==> config.mk <==
export PLATFORM = sky130hd
export DESIGN_NAME = stpc_ctrl
export DESIGN_NICKNAME = d
export VERILOG_FILES = /design/src/rtl/core/stpc_pkg.sv /design/src/rtl/core/stpc_ctrl.sv
export SDC_FILE = /design/constraint.sdc
export NUM_CORES = 1
export LEC_CHECK = 0
export ABC_AREA = 1
export BUFFER_PORTS_ARGS = -buffer_cell sky130_fd_sc_hd__clkbuf_2
export CAP_MARGIN = 20
export CORE_MARGIN = 5
export CORE_UTILIZATION = 37
export DETAILED_ROUTE_END_ITERATION = 6
export HOLD_SLACK_MARGIN = 0.12
export PLACE_DENSITY = 0.66
export SLEW_MARGIN = 20
export SYNTH_ARGS = -nofsm -noshare
export SYNTH_HDL_FRONTEND = slang
export SYNTH_SLANG_ARGS = --single-unit
==> constraint.sdc <==
create_clock -name clk -period 1.2 [get_ports clk]
set_input_delay 0.24 -clock clk [delete_from_list [all_inputs] [get_ports clk]]
set_output_delay 0.24 -clock clk [all_outputs]
set_load 0.1 [all_outputs]
==> src/rtl/core/stpc_pkg.sv <==
// ----------------------------------------------------------------------------
// stpc_pkg
// Shared types, codes and fixed-point helpers for the two-point calibration
// block.
// ----------------------------------------------------------------------------
package stpc_pkg;

    typedef logic signed [31:0] q_t;
    typedef logic signed [65:0] wide_t;

    // request codes
    localparam logic [1:0] REQ_START    = 2'd0;
    localparam logic [1:0] REQ_ADD      = 2'd1;
    localparam logic [1:0] REQ_FINALIZE = 2'd2;
    localparam logic [1:0] REQ_CONVERT  = 2'd3;

    // sensor kinds
    localparam logic [1:0] KIND_TEMP = 2'd0;
    localparam logic [1:0] KIND_PH   = 2'd1;
    localparam logic [1:0] KIND_EC   = 2'd2;
    localparam logic [1:0] KIND_TDS  = 2'd3;

    // result status codes
    localparam logic [1:0] STATUS_FINE = 2'd0;
    localparam logic [1:0] STATUS_FULL = 2'd1;
    localparam logic [1:0] STATUS_FEW  = 2'd2;

    // result value source
    localparam logic [1:0] VSEL_ZERO = 2'd0;
    localparam logic [1:0] VSEL_RAW  = 2'd1;
    localparam logic [1:0] VSEL_ACC  = 2'd2;

    // multiplier operand selects
    localparam logic [1:0] MUL_SLOPE_RAW  = 2'd0;
    localparam logic [1:0] MUL_COEF_DELTA = 2'd1;
    localparam logic [1:0] MUL_LIN_F      = 2'd2;
    localparam logic [1:0] MUL_SLOPE_R1   = 2'd3;

    // configuration register indexes
    localparam logic CFG_PH_COEFF = 1'b0;
    localparam logic CFG_EC_COEFF = 1'b1;

    localparam q_t PH_COEFF_RST = 32'sd197;
    localparam q_t EC_COEFF_RST = 32'sd1311;

    localparam wide_t ONE_Q      = 66'sd65536;
    localparam wide_t REF_TEMP_Q = 66'sd1638400;
    localparam wide_t HALF_LSB   = 66'sd32768;
    localparam wide_t Q_MAX      = 66'sd2147483647;
    localparam wide_t Q_MIN      = -66'sd2147483648;

    // dividend magnitude |a2-a1| * 2^16 needs 49 bits
    localparam int DIV_STEPS = 49;
    localparam int DIV_CNT_W = 6;

    typedef struct packed {
        logic       load;
        logic       clear;
        logic       add;
        logic       rd_en;
        logic       rd_slot;
        logic       cap_p1;
        logic       div_init;
        logic       div_step;
        logic       slope_fin;
        logic       mul_en;
        logic [1:0] mul_sel;
        logic       lin_ld;
        logic       acc_lin;
        logic       ph_ld;
        logic       f_ld;
        logic       ec_ld;
        logic       off_ld;
        logic       set_res;
        logic       res_ok;
        logic [1:0] res_status;
        logic [1:0] res_vsel;
        logic       emit;
    } stpc_cmd_t;

    typedef struct packed {
        logic [1:0] req;
        logic [1:0] kind;
        logic       ch_ok;
        logic       slots_full;
        logic       few_pts;
        logic       cal;
        logic       out_free;
    } stpc_stat_t;

    function automatic q_t sat32(input wide_t v);
        q_t r;
        if (v > Q_MAX)
            r = Q_MAX[31:0];
        else if (v < Q_MIN)
            r = Q_MIN[31:0];
        else
            r = v[31:0];
        return r;
    endfunction

    // round to nearest, ties up, then drop 16 fraction bits
    function automatic wide_t rnd16(input wide_t p);
        wide_t r;
        r = (p + HALF_LSB) >>> 16;
        return r;
    endfunction

endpackage

==> src/rtl/core/stpc_ctrl.sv <==
// ----------------------------------------------------------------------------
// stpc_ctrl
// Request sequencer: decodes a request and steps the datapath through it.
// ----------------------------------------------------------------------------
module stpc_ctrl (
    input  logic                 clk,
    input  logic                 rst_n,
    input  logic                 in_valid,
    output logic                 in_ready,
    input  stpc_pkg::stpc_stat_t stat,
    output stpc_pkg::stpc_cmd_t  cmd
);
    localparam logic [3:0] S_IDLE   = 4'd0;
    localparam logic [3:0] S_DECODE = 4'd1;
    localparam logic [3:0] S_FRD1   = 4'd2;
    localparam logic [3:0] S_FDIV0  = 4'd3;
    localparam logic [3:0] S_FDIV   = 4'd4;
    localparam logic [3:0] S_FSLOPE = 4'd5;
    localparam logic [3:0] S_FMUL   = 4'd6;
    localparam logic [3:0] S_FOFF   = 4'd7;
    localparam logic [3:0] S_CV1    = 4'd8;
    localparam logic [3:0] S_CV2    = 4'd9;
    localparam logic [3:0] S_CV3    = 4'd10;
    localparam logic [3:0] S_CV4    = 4'd11;
    localparam logic [3:0] S_OUT    = 4'd12;

    localparam logic [stpc_pkg::DIV_CNT_W-1:0] DIV_LAST =
        stpc_pkg::DIV_CNT_W'(stpc_pkg::DIV_STEPS - 1);

    logic [3:0]                       state_reg;
    logic [3:0]                       state_next;
    logic [stpc_pkg::DIV_CNT_W-1:0]   cnt_reg;
    logic [stpc_pkg::DIV_CNT_W-1:0]   cnt_next;

    always_ff @(posedge clk or negedge rst_n)
    begin
        if (!rst_n)
        begin
            state_reg <= S_IDLE;
            cnt_reg   <= '0;
        end
        else
        begin
            state_reg <= state_next;
            cnt_reg   <= cnt_next;
        end
    end

    always_comb
    begin
        cmd        = '0;
        state_next = state_reg;
        cnt_next   = cnt_reg;
        in_ready   = 1'b0;
        case (state_reg)
            S_IDLE:
            begin
                in_ready = 1'b1;
                if (in_valid)
                begin
                    cmd.load   = 1'b1;
                    state_next = S_DECODE;
                end
            end
            S_DECODE:
            begin
                cmd.set_res    = 1'b1;
                cmd.res_status = stpc_pkg::STATUS_FINE;
                cmd.res_vsel   = stpc_pkg::VSEL_ZERO;
                state_next     = S_OUT;
                if (!stat.ch_ok)
                begin
                    // unknown channel: convert passes raw through
                    cmd.res_ok = (stat.req == stpc_pkg::REQ_CONVERT);
                    if (stat.req == stpc_pkg::REQ_CONVERT)
                        cmd.res_vsel = stpc_pkg::VSEL_RAW;
                end
                else
                begin
                    case (stat.req)
                        stpc_pkg::REQ_START:
                        begin
                            cmd.clear  = 1'b1;
                            cmd.res_ok = 1'b1;
                        end
                        stpc_pkg::REQ_ADD:
                        begin
                            if (stat.slots_full)
                                cmd.res_status = stpc_pkg::STATUS_FULL;
                            else
                            begin
                                cmd.add    = 1'b1;
                                cmd.res_ok = 1'b1;
                            end
                        end
                        stpc_pkg::REQ_FINALIZE:
                        begin
                            if (stat.few_pts)
                                cmd.res_status = stpc_pkg::STATUS_FEW;
                            else
                            begin
                                cmd.rd_en   = 1'b1;
                                cmd.rd_slot = 1'b0;
                                state_next  = S_FRD1;
                            end
                        end
                        default:
                        begin
                            cmd.res_ok = 1'b1;
                            if (!stat.cal)
                                cmd.res_vsel = stpc_pkg::VSEL_RAW;
                            else
                            begin
                                cmd.res_vsel = stpc_pkg::VSEL_ACC;
                                cmd.mul_en   = 1'b1;
                                cmd.mul_sel  = stpc_pkg::MUL_SLOPE_RAW;
                                state_next   = S_CV1;
                            end
                        end
                    endcase
                end
            end
            S_FRD1:
            begin
                cmd.cap_p1  = 1'b1;
                cmd.rd_en   = 1'b1;
                cmd.rd_slot = 1'b1;
                state_next  = S_FDIV0;
            end
            S_FDIV0:
            begin
                cmd.div_init = 1'b1;
                cnt_next     = '0;
                state_next   = S_FDIV;
            end
            S_FDIV:
            begin
                cmd.div_step = 1'b1;
                cnt_next     = cnt_reg + stpc_pkg::DIV_CNT_W'(1);
                if (cnt_reg == DIV_LAST)
                    state_next = S_FSLOPE;
            end
            S_FSLOPE:
            begin
                cmd.slope_fin = 1'b1;
                state_next    = S_FMUL;
            end
            S_FMUL:
            begin
                cmd.mul_en  = 1'b1;
                cmd.mul_sel = stpc_pkg::MUL_SLOPE_R1;
                state_next  = S_FOFF;
            end
            S_FOFF:
            begin
                cmd.off_ld     = 1'b1;
                cmd.set_res    = 1'b1;
                cmd.res_ok     = 1'b1;
                cmd.res_status = stpc_pkg::STATUS_FINE;
                cmd.res_vsel   = stpc_pkg::VSEL_ZERO;
                state_next     = S_OUT;
            end
            S_CV1:
            begin
                cmd.lin_ld  = 1'b1;
                cmd.mul_en  = 1'b1;
                cmd.mul_sel = stpc_pkg::MUL_COEF_DELTA;
                state_next  = S_CV2;
            end
            S_CV2:
            begin
                case (stat.kind)
                    stpc_pkg::KIND_TEMP:
                    begin
                        cmd.acc_lin = 1'b1;
                        state_next  = S_OUT;
                    end
                    stpc_pkg::KIND_PH:
                    begin
                        cmd.ph_ld  = 1'b1;
                        state_next = S_OUT;
                    end
                    default:
                    begin
                        cmd.f_ld   = 1'b1;
                        state_next = S_CV3;
                    end
                endcase
            end
            S_CV3:
            begin
                cmd.mul_en  = 1'b1;
                cmd.mul_sel = stpc_pkg::MUL_LIN_F;
                state_next  = S_CV4;
            end
            S_CV4:
            begin
                cmd.ec_ld  = 1'b1;
                state_next = S_OUT;
            end
            S_OUT:
            begin
                if (stat.out_free)
                begin
                    cmd.emit   = 1'b1;
                    state_next = S_IDLE;
                end
            end
            default:
            begin
                state_next = S_IDLE;
            end
        endcase
    end

`ifndef ASSERT_OFF
    a_load_decodes: assert property (@(posedge clk) disable iff (!rst_n)
        cmd.load |=> state_reg == S_DECODE)
        else $error("accepted request did not reach decode");

    a_emit_free: assert property (@(posedge clk) disable iff (!rst_n)
        cmd.emit |-> stat.out_free)
        else $error("result emitted into a full output register");

    a_div_bound: assert property (@(posedge clk) disable iff (!rst_n)
        state_reg == S_FDIV |-> cnt_reg <= DIV_LAST)
        else $error("divider ran past its last step");

    a_table_write: assert property (@(posedge clk) disable iff (!rst_n)
        $onehot0({cmd.clear, cmd.add, cmd.off_ld}))
        else $error("two table updates in one cycle");

    a_slope_before_off: assert property (@(posedge clk) disable iff (!rst_n)
        cmd.off_ld |-> $past(cmd.mul_en) && $past(cmd.mul_sel) == stpc_pkg::MUL_SLOPE_R1)
        else $error("offset written without its product");
`endif

endmodule

==> results.txt, run 1 <==
* Run status: aborted with a tool error
- The flow stopped in 4_1_cts.
* Tool error: [ERROR DPL-0033] detailed placement checks failed during check placement.
- When the netlist entered floorplanning its net count stood at 163.
- Counting flops with a built-in enable in the synthesized netlist gives 0.
- The commonest cells after synthesis are sky130_fd_sc_hd__nand2_1, sky130_fd_sc_hd__inv_1, sky130_fd_sc_hd__nor2_1.
- Yosys printed 0 warnings.
- Post-DP Area: 2110 um2
- The floorplan has 18 rows.
* Die height: 60.4 um
- Sequential area share after synthesis: 26.6%
- Cell area after synthesis: 941 um2
* Cts-stage hold buffer count: 1
- The clock passes through at most 2 buffers.
- FF+latch count, synth: 10
- The most common cell in the synthesized netlist is sky130_fd_sc_hd__nand2_1.
- Of all cell types, the one taking the most synthesized area is sky130_fd_sc_hd__dfrtp_1.
- In this run, post-CTS repair resized a total of 27 instances.
- Dominant cells by area after synthesis: sky130_fd_sc_hd__dfrtp_1, sky130_fd_sc_hd__nand2_1, sky130_fd_sc_hd__inv_1, sky130_fd_sc_hd__ha_1, sky130_fd_sc_hd__nor2_1
- Buffers inserted by post-CTS timing repair: 20
- Syn avg cell area: 6.53 um2
- Die boundary width: 60.4 um
- The cell count after synthesis came out at 144.
* Clock H-tree levels: 1
- The tree is rooted in a sky130_fd_sc_hd__clkbuf_4.
- Post-synth cell types: 25
* Number of port buffers: 37
- CTS saw 10 sinks.
- Prevailing post-synth register cell: sky130_fd_sc_hd__dfrtp_1
- Cts bufs inserted: 3
- During I/O placement, the number of pins put on the boundary was 38.
- Area share of the leading cell type in the synthesized netlist: 26.6%
- For this run, asynchronously set or reset flops after synthesis account for 100%.
- Starting utilization of the core area: 38.3%
- Detailed placement finished with a half-perimeter wire length of 3050 um.
* Global placement routability congestion: 0.773
cell families after synthesis:
logic type,after synthesis,synth area share (%)
compound gates,13,8.78
xor+xnor,1,0.931
fa+ha+maj,7,9.31
buf+inv,34,14.1
flops,10,26.6
simple gates,79,40.3
through the flow:
step / TNS (ns) / worst slack, ns / cells
after detailed placement: -9.68 / -0.421 / 246
after global placement: -8.05 / -0.336 / 246
after floorplan: -11.13 / -1.03 / 144
==> inputs of run 2 (changes only) <==
Settings changed: CORE_UTILIZATION 37 to 22, HOLD_SLACK_MARGIN 0.12 to not set, PLACE_DENSITY 0.66 to not set, PLACE_DENSITY_LB_ADDON set to 0.15.
Clock period 1.2 ns to 1.6 ns, I/O delays scaled along.
==> run 2 against run 1 <==
Net effect:
- the flow now finishes, with violations (negative setup slack)
- area after synthesis is the same
- synthesized cell count is the same
==> results.txt, run 2 <==
* Area of the core: 4090 um2
- In the final layout, the share of cells above drive strength 1 is 61.4%.
* Critical path arrival: 1.62 ns
- Summed over all layers, the global routing overflow is 0.
- The clock sink count came to 10 (unchanged).
- XOR/XNOR Fraction of Synth Area: 0.931% (unchanged)
* Syn-to-layout area delta: 137%
* Fraction of synthesized area in multiplexers: 0% (unchanged)
* Clock tree root buffer cell: sky130_fd_sc_hd__clkbuf_8
- Cells traversed along the worst timing path: nand2_2, nor2_4, nand4_1, nand4_1, buf_12
- Across the routed clock network, the largest skew measured is 0.00839 ns.
- The area share of the leading cell type in the synthesized netlist was 26.6% (unchanged).
- Run status: complete, but fails checks
- Maximum vdd ir drop: 1480 uV
- Post-route cell area: 2230 um2
- P_leak: 1.02 nW
- The library cell used most frequently in the layout, excluding fill and tap cells, is sky130_fd_sc_hd__buf_12.
- Number of standard cells after synthesis: 144 (unchanged)
* Crit path buffers/inverters: 1
- The register bit count reported by yosys is 10 (unchanged).
- Dominant combinational cell family by area after synthesis: simple AND/OR/NAND/NOR gates
- Total wirelength of the detailed-routed design: 3260 um
* Max-capacitance violation count: 0
* GR Util All Layers: 12.2%
- Clock tree from TritonCTS: built
* Syn avg cell area: 6.53 um2 (unchanged)
- The post-synthesis instance area is 941 um2 (unchanged).
- Number of warnings printed during yosys synthesis: 0 (unchanged)
- Row cnt: 23 (+5)
* Class of the tightest hold or removal check: in -> reg
- Die height: 75.4 um (+25%)
* CP max-delay cell: sky130_fd_sc_hd__dfrtp_1
- Slew of the pin with the lowest slew margin: 0.269 ns
- The total clock buffers created by CTS is 3 (unchanged).
* Post-DP Area: 1900 um2 (-10%)
- IO Pins: 38 (unchanged)
- Sequential area share after synthesis: 26.6% (unchanged)
- Fraction of synthesis flops using an asynchronous set or reset pin: 100% (unchanged)
* Average routed wire per standard cell: 12.1 um
* Clock transition at the register clock pins on the worst setup and hold paths after CTS: 0.05 ns
- The level count of the clock H-tree was 1 (unchanged).
* Net count of the finished layout: 240
- Global-route wire length before repair: 5330 um
- The distinct cell type count after synthesis is 25 (unchanged).
* Clock period minus final worst setup slack: 1.94 ns
- Max Transition Viols Final: 0
* Crit-path max FO: 5
- Die boundary width: 75.4 um (+25%)
- Measured against its own limit, the worst slew margin works out to 82.0%.
* Via count of the first global-routing pass: 1224
- Power density cells: 1920 nW/um2
* Dominant cells by area after synthesis: sky130_fd_sc_hd__dfrtp_1, sky130_fd_sc_hd__nand2_1, sky130_fd_sc_hd__inv_1, sky130_fd_sc_hd__ha_1, sky130_fd_sc_hd__nor2_1
* Maximum number of pins on one net before global-route repair: 11
- The worst setup path is of the reg -> out kind.
* Cell with the most instances after synthesis: sky130_fd_sc_hd__nand2_1
* Peak per-stage delay on the critical path: 0.47 ns
- Number of port buffers: 37 (unchanged)
* Setup crit end kind: output port
- STA classifies the critical path startpoint as a register.
- Insertion delay of the later-clocked pin in the worst-skew pair: 0.24 ns
- The kind of cell with the highest combined delay along the critical path is simple AND/OR/NAND/NOR gates.
- Post-DP HPWL: 2550 um (-16%)
* Required time worst endpoint: 1.28 ns
- Initial DRT Pass Iterations: 4
* Global placement routability congestion: 0.852 (+10%)
- Final core utilization: 54.7%
* Achievable Freq: 515 MHz
- In the routed layout, each cell is associated on average with a via count of 4.40.
- Once routing completed, OpenROAD measured the worst setup slack at -0.342 ns.
- The detail route stage leaves a number of antenna-violating nets equal to 0.
- Largest buffer count on any clock path: 2 (unchanged)
- Vias after detailed routing: 1189
- Setup violations remaining at the end of the flow were counted as 27.
- The starting density of the core came to 23.0% (-15 points).
- Library cell occupying the most area in the post-synthesis netlist: sky130_fd_sc_hd__dfrtp_1
- Arithmetic-cell share of the synthesized area counting full adders, half adders and majority gates: 9.31% (unchanged)
- The number of antenna violations at the first check in global routing came to 0.
* Final routed DRC violation total: 0
- The cell that appears most often on the critical path is sky130_fd_sc_hd__nand4_1.
- Leaving out fill and tap cells, the most frequent cells in the layout are sky130_fd_sc_hd__buf_12, sky130_fd_sc_hd__buf_4, sky130_fd_sc_hd__nand2_1.
- Setup repair after global routing missed its margin: true
- The number of failing hold endpoints at the final stage is 0.
- The simple logic cell fraction of the synthesized area is 40.3% (unchanged).
* Number of nets produced by synthesis: 163 (unchanged)
- The repair_antennas step left the layout with diodes totalling 0.
- Number of flip-flops in the largest register: 6
- Post-synth EDFFs: 0 (unchanged)
- Compound-cell area share of the yosys netlist: 8.78% (unchanged)
- The final critical path takes up 121% of the cycle.
* Prevailing post-synth register cell: sky130_fd_sc_hd__dfrtp_1
- The checks that failed: negative setup slack.
- The floorplan step defined a die boundary enclosing 5680 um2.
- List of most frequent post-synthesis cells: sky130_fd_sc_hd__nand2_1, sky130_fd_sc_hd__inv_1, sky130_fd_sc_hd__nor2_1
* First-iteration detailed-routing DRC count: 45
-- run 2: tightest hold or removal path, cell delays in order --
cell and delay, ns:
sky130_fd_sc_hd__clkbuf_2 0.09, sky130_fd_sc_hd__nor2_1 0.14, sky130_fd_sc_hd__nor3_1 0.07
-- run 2: final timing paths --
check	end	from	cells past startpoint	slack, ns
max	cmd[15]	state_reg[0]$_DFFE_PN0P_	5	-0.34
min	state_reg[0]$_DFFE_PN0P_	in_valid	3	0.42
max reg2reg	state_reg[2]$_DFFE_PN0P_	state_reg[0]$_DFFE_PN0P_	11	-0.10
min reg2reg	cnt_reg[4]$_DFFE_PN0P_	cnt_reg[4]$_DFFE_PN0P_	1	0.51
max in group asynchronous	state_reg[2]$_DFFE_PN0P_	rst_n	2	0.88
min in group asynchronous	state_reg[0]$_DFFE_PN0P_	rst_n	2	0.49
-- run 2: where the power goes --
| group | internal [mW] | switching [mW] |
|---|---|---|
| Combinational | 1.40 | 2.15 |
| Sequential | 0.348 | 0.111 |
| Clock | 0.175 | 0.103 |
-- run 2: kinds of logic after synthesis --
logic type	after synthesis
AOI/OAI and AO/OA	13
adders and majority gates	7
and+or+nand+nor	79
buffers and inverters	34
DFF	10
xor gates and xnor gates	1
-- run 2: cell type report --
cell class | instances | area (um2)
inverter | 33 | 178
clock buffer | 4 | 45.0
timing repair buffer | 73 | 900
tap | 50 | 62.6
multi-input combinational | 100 | 797
fill | 359 | 1850
sequential | 10 | 253
-- run 2: per-layer routing --
metal / up-vias / wire, um / GRT usage, %
met2: 29 / 1860 / 23.6
met1: 557 / 1180 / 12.4
li1: 595 / - / -
met3: 8 / 169 / 3.43
met5: - / 0 / 0
met4: 0 / 53 / 3.88
-- run 2: timing repair --
action | CTS | global route
setup endpoints to repair | 26 | 30
pin swaps | 7 | 5
resized for setup | 26 | 12
setup buffers | 14 | 6
endpoints found under the hold margin | 10 | 0
hold buffers | 1 | 0
-- run 2: metrics by stage --
step / std cells / setup TNS (ns) / hold WS (ns) / power, mW / worst slack [ns]
finish: 270 / -5.42 / 0.424 / 4.29 / -0.342
floorplan: 144 / -3.61 / 0.0244 / 2.36 / -0.715
detailed placement: 248 / -0.330 / 0.205 / 3.43 / -0.112
global route: 270 / -7.10 / 0.452 / 4.49 / -0.374
CTS: 267 / -5.12 / 0.427 / 4.11 / -0.309
global placement: 248 / -0.220 / 0.205 / 3.40 / -0.0926
No activity file was read; power rests on OpenSTA's default activity.
